[src/sv/spe_pkg.sv]
// ----------------------------------------------------------------------------
// spe_pkg: shared types and constants for the edge relaxation core
// Holds the request field widths, command codes, controller states and the
// command and status bundles that pass between the controller and datapath.
// ----------------------------------------------------------------------------
`default_nettype none

package spe_pkg;

  // Fixed field widths of the request and result channels.
  localparam int CMD_W      = 2;
  localparam int VERTEX_W   = 16;
  localparam int WEIGHT_W   = 32;
  localparam int SETV_W     = 32;
  localparam int OUT_DIST_W = 32;
  localparam int COUNT_W    = 17;

  // Default sizing of the distance and flag stores.
  localparam int VERTICES_DEF  = 65536;
  localparam int DIST_BITS_DEF = 32;

  // Command codes. The fourth code behaves as a read that leaves the flag alone.
  localparam logic [CMD_W-1:0] CMD_SET   = 2'd0;
  localparam logic [CMD_W-1:0] CMD_RELAX = 2'd1;
  localparam logic [CMD_W-1:0] CMD_READ  = 2'd2;

  typedef enum logic [2:0] {
    ST_CLEAR,
    ST_IDLE,
    ST_FETCH,
    ST_SUM,
    ST_COMMIT
  } state_t;

  // Controller to datapath.
  typedef struct packed {
    logic clear_step;
    logic capture;
    logic fetch;
    logic sum_en;
    logic commit;
  } dp_cmd_t;

  // Datapath to controller.
  typedef struct packed {
    logic clear_last;
    logic out_free;
  } dp_status_t;

endpackage

`default_nettype wire

[src/sv/spe_ctrl.sv]
// ----------------------------------------------------------------------------
// spe_ctrl: sequencer of the edge relaxation core
// Runs the flag clearing pass after reset, then steps each request through
// fetch, sum and commit, holding in commit until the result register frees.
// ----------------------------------------------------------------------------
`default_nettype none

module spe_ctrl (
  input  wire logic                clk,
  input  wire logic                rst_n,
  input  wire logic                in_valid,
  output logic                     in_ready,
  input  wire spe_pkg::dp_status_t status,
  output spe_pkg::dp_cmd_t         cmd
);
  import spe_pkg::*;

  state_t state_r;
  state_t state_nxt;

  always_ff @(posedge clk) begin
    if (!rst_n) begin
      state_r <= ST_CLEAR;
    end else begin
      state_r <= state_nxt;
    end
  end

  always_comb begin
    state_nxt = state_r;
    unique case (state_r)
      ST_CLEAR: begin
        if (status.clear_last) state_nxt = ST_IDLE;
      end
      ST_IDLE: begin
        if (in_valid) state_nxt = ST_FETCH;
      end
      ST_FETCH: begin
        state_nxt = ST_SUM;
      end
      ST_SUM: begin
        state_nxt = ST_COMMIT;
      end
      ST_COMMIT: begin
        if (status.out_free) state_nxt = ST_IDLE;
      end
      default: begin
        state_nxt = ST_CLEAR;
      end
    endcase
  end

  always_comb begin
    in_ready       = 1'b0;
    cmd            = '0;
    unique case (state_r)
      ST_CLEAR: begin
        cmd.clear_step = 1'b1;
      end
      ST_IDLE: begin
        in_ready    = 1'b1;
        cmd.capture = in_valid;
      end
      ST_FETCH: begin
        cmd.fetch = 1'b1;
      end
      ST_SUM: begin
        cmd.sum_en = 1'b1;
      end
      ST_COMMIT: begin
        cmd.commit = status.out_free;
      end
      default: begin
        cmd = '0;
      end
    endcase
  end

endmodule

`default_nettype wire

[config.mk]
export PLATFORM = sky130hd
export DESIGN_NAME = spe_ctrl
export DESIGN_NICKNAME = d
export VERILOG_FILES = /design/src/sv/spe_pkg.sv /design/src/sv/spe_ctrl.sv
export SDC_FILE = /design/constraint.sdc
export NUM_CORES = 1
export LEC_CHECK = 0
export BUFFER_PORTS_ARGS = -buffer_cell sky130_fd_sc_hd__buf_2
export CAP_MARGIN = 20
export CORE_AREA = 2 2 39 41
export DETAILED_ROUTE_END_ITERATION = 12
export DIE_AREA = 0 0 41 43
export GPL_TIMING_DRIVEN = 0
export HOLD_SLACK_MARGIN = 0.12
export PLACE_DENSITY_LB_ADDON = 0.05
export SLEW_MARGIN = 20
export SYNTH_ARGS = -nofsm -noshare
export SYNTH_HDL_FRONTEND = slang
export SYNTH_SLANG_ARGS = --single-unit
[constraint.sdc]
create_clock -name clk -period 1.9 [get_ports clk]
set_input_delay 0.19 -clock clk [delete_from_list [all_inputs] [get_ports clk]]
set_output_delay 0.19 -clock clk [all_outputs]
set_load 0.05 [all_outputs]
==> results of run 1 <==
-- layout make-up --
cell class	count	area [µm²]	area share (%)
Multi-Input combinational cell	20	143	43.7
Tap cell	16	20.0	6.13
Clock buffer	4	26.3	8.05
Timing Repair Buffer	10	50.0	15.3
Sequential cell	3	60.1	18.4
Inverter	1	3.75	1.15
Buffer	3	23.8	7.28
-- routing by layer --
metal	vias to the layer above	track usage, %	routed length [µm]
met1	112	9.62	242
met2	5	10.3	286
met5	-	0	0
met3	0	1.57	30
li1	127	-	-
met4	0	10.0	0
-- metrics by stage --
stage,hold slack [ps],total power [µW],worst slack (ps)
6_report,222,327,384
5_1_grt,224,357,275
4_1_cts,215,336,372
3_5_place_dp,465,220,624
3_3_place_gp,465,219,655
2_1_floorplan,321,190,73.6
-- cell families after synthesis --
family          after synthesis  share of synthesized area (%)
flops                         3                           26.1
mux                           2                           8.70
simple gates                 14                           40.8
buf+inv                       4                           12.0
compound gates                4                           12.5
-- power groups by stage --
stage                     registers [µW]  logic, µW  clock network (µW)
after floorplan                     75.4        115                   0
after global placement              76.1        143                   0
after detailed placement            76.0        144                   0
after CTS                           75.1        144                 118
after global routing                76.0        155                 126
final                               75.3        142                 109
-- critical path, cell delays in order, from the launching register on --
cell	delay (ps)
dfxtp_1	280
buf_2	160
nor2_1	210
and3_1	180
buf_2	250
-- path summary, 6_finish.rpt --
kind	startpoint	end	depth (start not counted)
setup / recovery	state_r[2]	cmd[3]	4
hold / removal	rst_n	state_r[2]	2
hold reg to reg	state_r[2]	state_r[1]	2
setup reg to reg	state_r[2]	state_r[2]	3
-- layout by cell type (no fill, tap or decap), types with 2 or more instances in the layout --
cell type / n
mux2i_1: 2
dfxtp_1: 3
clkbuf_4: 3
nor3b_1: 3
buf_2: 11
nor2_1: 2
==> summary.md, run 1 <==
| Metric | Value |
|---|---|
| Num ports | 11 |
| Ys Warns | 0 |
| Critical path class | register to primary output |
| Clk buf depth | 2 |
| Initial antenna violation count | 0 |
| Max H-tree Level | 1 |
| Internal Power | around 200 µW |
| Synth Instances | 27 |
| Largest regs | state_r: 3 flops |
| DR WL/cell | 9.79 µm |
| Clock power frac | approximately a third |
| Async set-reset flop share out of synthesis | 0% |
| Top post-synthesis cells by area | dfxtp_1, nor3b_1, mux2i_1 |
| Layout cells sized above 1 | about 39% |
| Seq/Total Area, Yosys | roughly a quarter |
| IO buf count | 10 |
| Largest area contributor in the netlist | dfxtp_1 |
| Initial cell density of the core | 16.6% |
| Largest register FFs | 3 |
| Critical Path Fanout Max | 10 |
| Slew Limit Fails | 0 |
| Fmax achieved | about 660 MHz |
| CTS Buf Count | 3 |
| Total grt overflow | 0 |
| Fin nets | 47 |
| Final Hold Vio Count | 0 |
| Total track usage | around 8.1% |
| Finished Cell Area | approximately 330 µm² |
| CP Capture Type | primary output |
| CTS resizes | 0 |
| CTS sink cnt | 3 |
| Die Area | roughly 1800 µm² |
| Final core utilization | between 20% and 30% |
| Slew margin rel. | 81.8% |
| Max_cap viols | 0 |
| RSZ-0062 raised after global routing | false |
| DP Area | 300 µm² |
| CTS tree | yes |
| Ant diodes | 0 |
| CTS Hold Buffers Added | 0 |
| Net count after synthesis | 32 |
| DP HPWL | between 400 and 500 µm |
| Clk_lat worst skew | around 230 ps |
| Flop pwr share | a little under a quarter |
| Worst endpoint data arrival time | approximately 1300 ps |
| RD Place Congestion | ~0.66 |
| Synth Flop Type | dfxtp_1 |
| Core ar. | about 1400 µm² |
| Share of Yosys cell area claimed by the top area cell type | between 20% and 30% |
| Final min period | roughly 1500 ps |
| Initial DRC Count | 4 |
| Outcome | finished clean |
| Final worst-path cycle share | between 70% and 80% |
| Combinational Power Share | 43.5% |
| DR DRC count | 0 |
| Die width | between 40 and 50 µm |
| Post-synth top cells | dfxtp_1, nor3b_1, mux2i_1, nor2_1 |
| Via density | ~4.3 |
| Post-Route WL | between 500 and 600 µm |
| Setup TNS Final | 0 ps |
| Routed Antenna Nets | 0 |
| Std cell rows | 14 |
| Pin count of the biggest net entering global routing | 11 |
| Worst vdd ir | around 0.00022 V |
| Global-route wire length before repair | around 920 µm |
| Leakage | between 0.00015 and 0.0002 µW |
| Layout Cells excl Fill | 57 |
| Filler cells | roughly 170 |
| Vias in the first global route | 232 |
| Clock transition at the registers of the reported paths | 40 ps |
| Placed cells | 53 |
| Area grow syn2layout | 41.8% |
| First-pass DRT Iterations | 3 |
| Die Ht | between 40 and 50 µm |
| Clk root buf | clkbuf_4 |
| Distinct cell type count after synthesis | 21 |
| HP Class | primary input to register |
| Seq cells post-synth | 3 |
| Power density cells | about 1000 nW/µm² |
| Switching Share | between 30% and 40% |
| Via count | 244 |
| Critical Path RT | approximately 1700 ps |
| Tightest Pin Transition | roughly 270 ps |
| Post-synth EDFFs | 0 |
| Type of origin of the critical path | register |
| Mean Syn Cell Area | about 8.5 µm² |
| Flop2flop setup slack | around 860 ps |
| Largest reg by FF count | state_r |
| Layout Skew | ~1.1 ps |
| Post-Syn Area | between 200 and 250 µm² |
| Postcts setup bufs | 0 |
| Net Sw Power | ~130 µW |
| Final setup fails | 0 |
Power figures use the tool's default switching activity.
==> run 2, diff against run 1 <==
- clock period: 1.9 -> 1.55 ns (I/O delays scaled with it)
==> run 2 against run 1 <==
Net effect: register-to-register slack worse by 360 ps; sequential power up 22%; first-iteration DRC count fell by 50%; setup slack worse by 290 ps; flip-flop and latch count stayed put; die area unchanged; via count shrank 1.6%; combinational power increased by 27%; sequential share of layout area fell by 0.68 points; critical endpoint is now in_ready; largest cell class unchanged; largest power group unchanged.
==> summary.md, run 2 (synthesis results as in run 1) <==
| Metric | Value |
|---|---|
| Clk root buf | clkbuf_4 |
| Filler cells | 155 (-6.6%) |
| Slew margin rel. | 82.3% (+0.54 points) |
| Clock transition at the registers of the reported paths | 30 ps (about the same) |
| Die Area | 1760 µm² (unchanged) |
| DP Area | 310 µm² (+3.3%) |
| First-pass DRT Iterations | 2 (-1) |
| Fin nets | 47 (unchanged) |
| Final min period | 1450 ps |
| Critical Path RT | 1390 ps (-320 ps) |
| HP Class | primary input to register |
| RSZ-0062 raised after global routing | false |
| Finished Cell Area | 339 µm² (+3.8%) |
| Slowest cell delay on critical path | 280 ps (about the same) |
| Largest reg by FF count | state_r |
| Total grt overflow | 0 (unchanged) |
| Cells along the critical path | buf_2, nor2_1, and2_1, buf_2 |
| Slowest CP cell | dfxtp_1 |
| Most common cell on crit path | buf_2 |
| Clk buf depth | 2 (unchanged) |
| Setup TNS Final | 0 ps (unchanged) |
| Critical Path Fanout Max | 10 (unchanged) |
| Ant diodes | 0 (unchanged) |
| Global-route wire length before repair | 834 µm (-9.1%) |
| Post-Route WL | 534 µm (-4.3%) |
| Initial antenna violation count | 0 (unchanged) |
| DR WL/cell | 9.37 µm (-4.3%) |
| Most frequent cells in the layout | buf_2, clkbuf_4, dfxtp_1 |
| Core ar. | 1380 µm² (unchanged) |
| Via count | 240 (-1.6%) |
| Die width | 41 µm (unchanged) |
| Type of origin of the critical path | register |
| Initial cell density of the core | 16.6% (unchanged) |
| Pin count of the biggest net entering global routing | 11 (unchanged) |
| CTS sink cnt | 3 (unchanged) |
| Largest register FFs | 3 (unchanged) |
| Largest regs | state_r: 3 flops |
| CP startpoint | state_r[2] |
| Vias in the first global route | 206 (-11%) |
| Std cell rows | 14 (unchanged) |
| Area grow syn2layout | 47.3% |
| CTS Buf Count | 3 (unchanged) |
| Hold_ws | 184 ps (-38.6 ps) |
| Critical path class | register to primary output |
| R2r startpoint | state_r[0] |
| Total track usage | 7.62% (-0.51 points) |
| RD Place Congestion | 0.663 (about the same) |
| Commonest non-fill, non-tap cell in the layout | buf_2 |
| Clk_lat worst skew | 230 ps (about the same) |
| Max H-tree Level | 1 (unchanged) |
| Die Ht | 43 µm (unchanged) |
| Final setup fails | 0 (unchanged) |
| Outcome | finished clean |
| Layout Skew | 0.927 ps (-0.164 ps) |
| Worst vdd ir | 0.000254 V (+13%) |
| Worst endpoint data arrival time | 1300 ps (-30 ps) |
| Final Hold Vio Count | 0 (unchanged) |
| Final worst-path cycle share | 93.8% |
| Routed Antenna Nets | 0 (unchanged) |
| Num ports | 11 (unchanged) |
| Max_cap viols | 0 (unchanged) |
| Initial DRC Count | 2 (-2) |
| Via density | 4.21 (-1.6%) |
| Postcts setup bufs | 0 (unchanged) |
| DR DRC count | 0 (unchanged) |
| Hold Path Origin | rst_n |
| Leakage | 0.000168 µW (+2.3%) |
| Layout cells sized above 1 | 43.9% (+4.9 points) |
| Fmax achieved | between 600 and 700 MHz |
| CP Capture Type | primary output |
| CTS tree | yes |
| Slew Limit Fails | 0 (unchanged) |
| Tightest Pin Transition | 262 ps (-7.95 ps) |
| Power density cells | 1200 nW/µm² (+20%) |
| IO buf count | 10 (unchanged) |
## run 2: cell types whose count changed in the layout (fill, tap and decap cells not counted), sizes merged
cell    delta
buf        -1
clkbuf     +1
## run 2: layout make-up
cell class | count | area (µm²) | share of cell area (%)
sequential | 3 | 60.1 | 17.7
tap | 16 | 20.0 | 5.90
inverter | 1 | 3.75 | 1.11
multi-input combinational | 20 | 153 | 45.0
buffer | 3 | 23.8 | 7.01
timing repair buffer | 10 | 52.6 | 15.5
clock buffer | 4 | 26.3 | 7.75
## run 2: repair_timing
action	CTS	global route
hold buffers	0	0
setup endpoints to repair	0	1
gates resized for setup	0	1
## run 2: through the flow
step | util, % | total power [µW] | worst slack [ps] | std cells
finish | 24.5 | 407 | 95.3 | 57
global route | 24.5 | 440 | 1.69 | 57
CTS | 24.3 | 416 | 65.1 | 57
detailed placement | 22.4 | 274 | 318 | 53
global placement | 22.4 | 274 | 333 | 53
floorplan | - | 238 | 246 | 27
## run 2: worst paths after layout
kind	end	slack, ps	cells past startpoint
worst min-delay path	state_r[2]	180	2
worst max register to register	state_r[2]	500	4
worst min register to register	state_r[1]	610	2
worst max-delay path	in_ready	100	4
## run 2: per-layer routing
| layer | up-vias | GRT usage (%) | wire (µm) |
|---|---|---|---|
| li1 | 128 | - | - |
| met1 | 105 | 9.27 | 241 |
| met2 | 7 | 9.06 | 257 |
| met3 | 0 | 1.57 | 35 |
| met4 | 0 | 10.0 | 0 |
| met5 | - | 0 | 0 |
## run 2: where the power goes
group | internal, µW | switching, µW
registers | 87.3 | 4.74
clock network | 96.3 | 37.9
logic | 61.7 | 119
total | 245 | 162
## run 2: critical path, delay by kind of cell (launching register included)
family	cells	cell delay [ps]
simple gates	2	370
buf+inv	2	420
flops	1	280
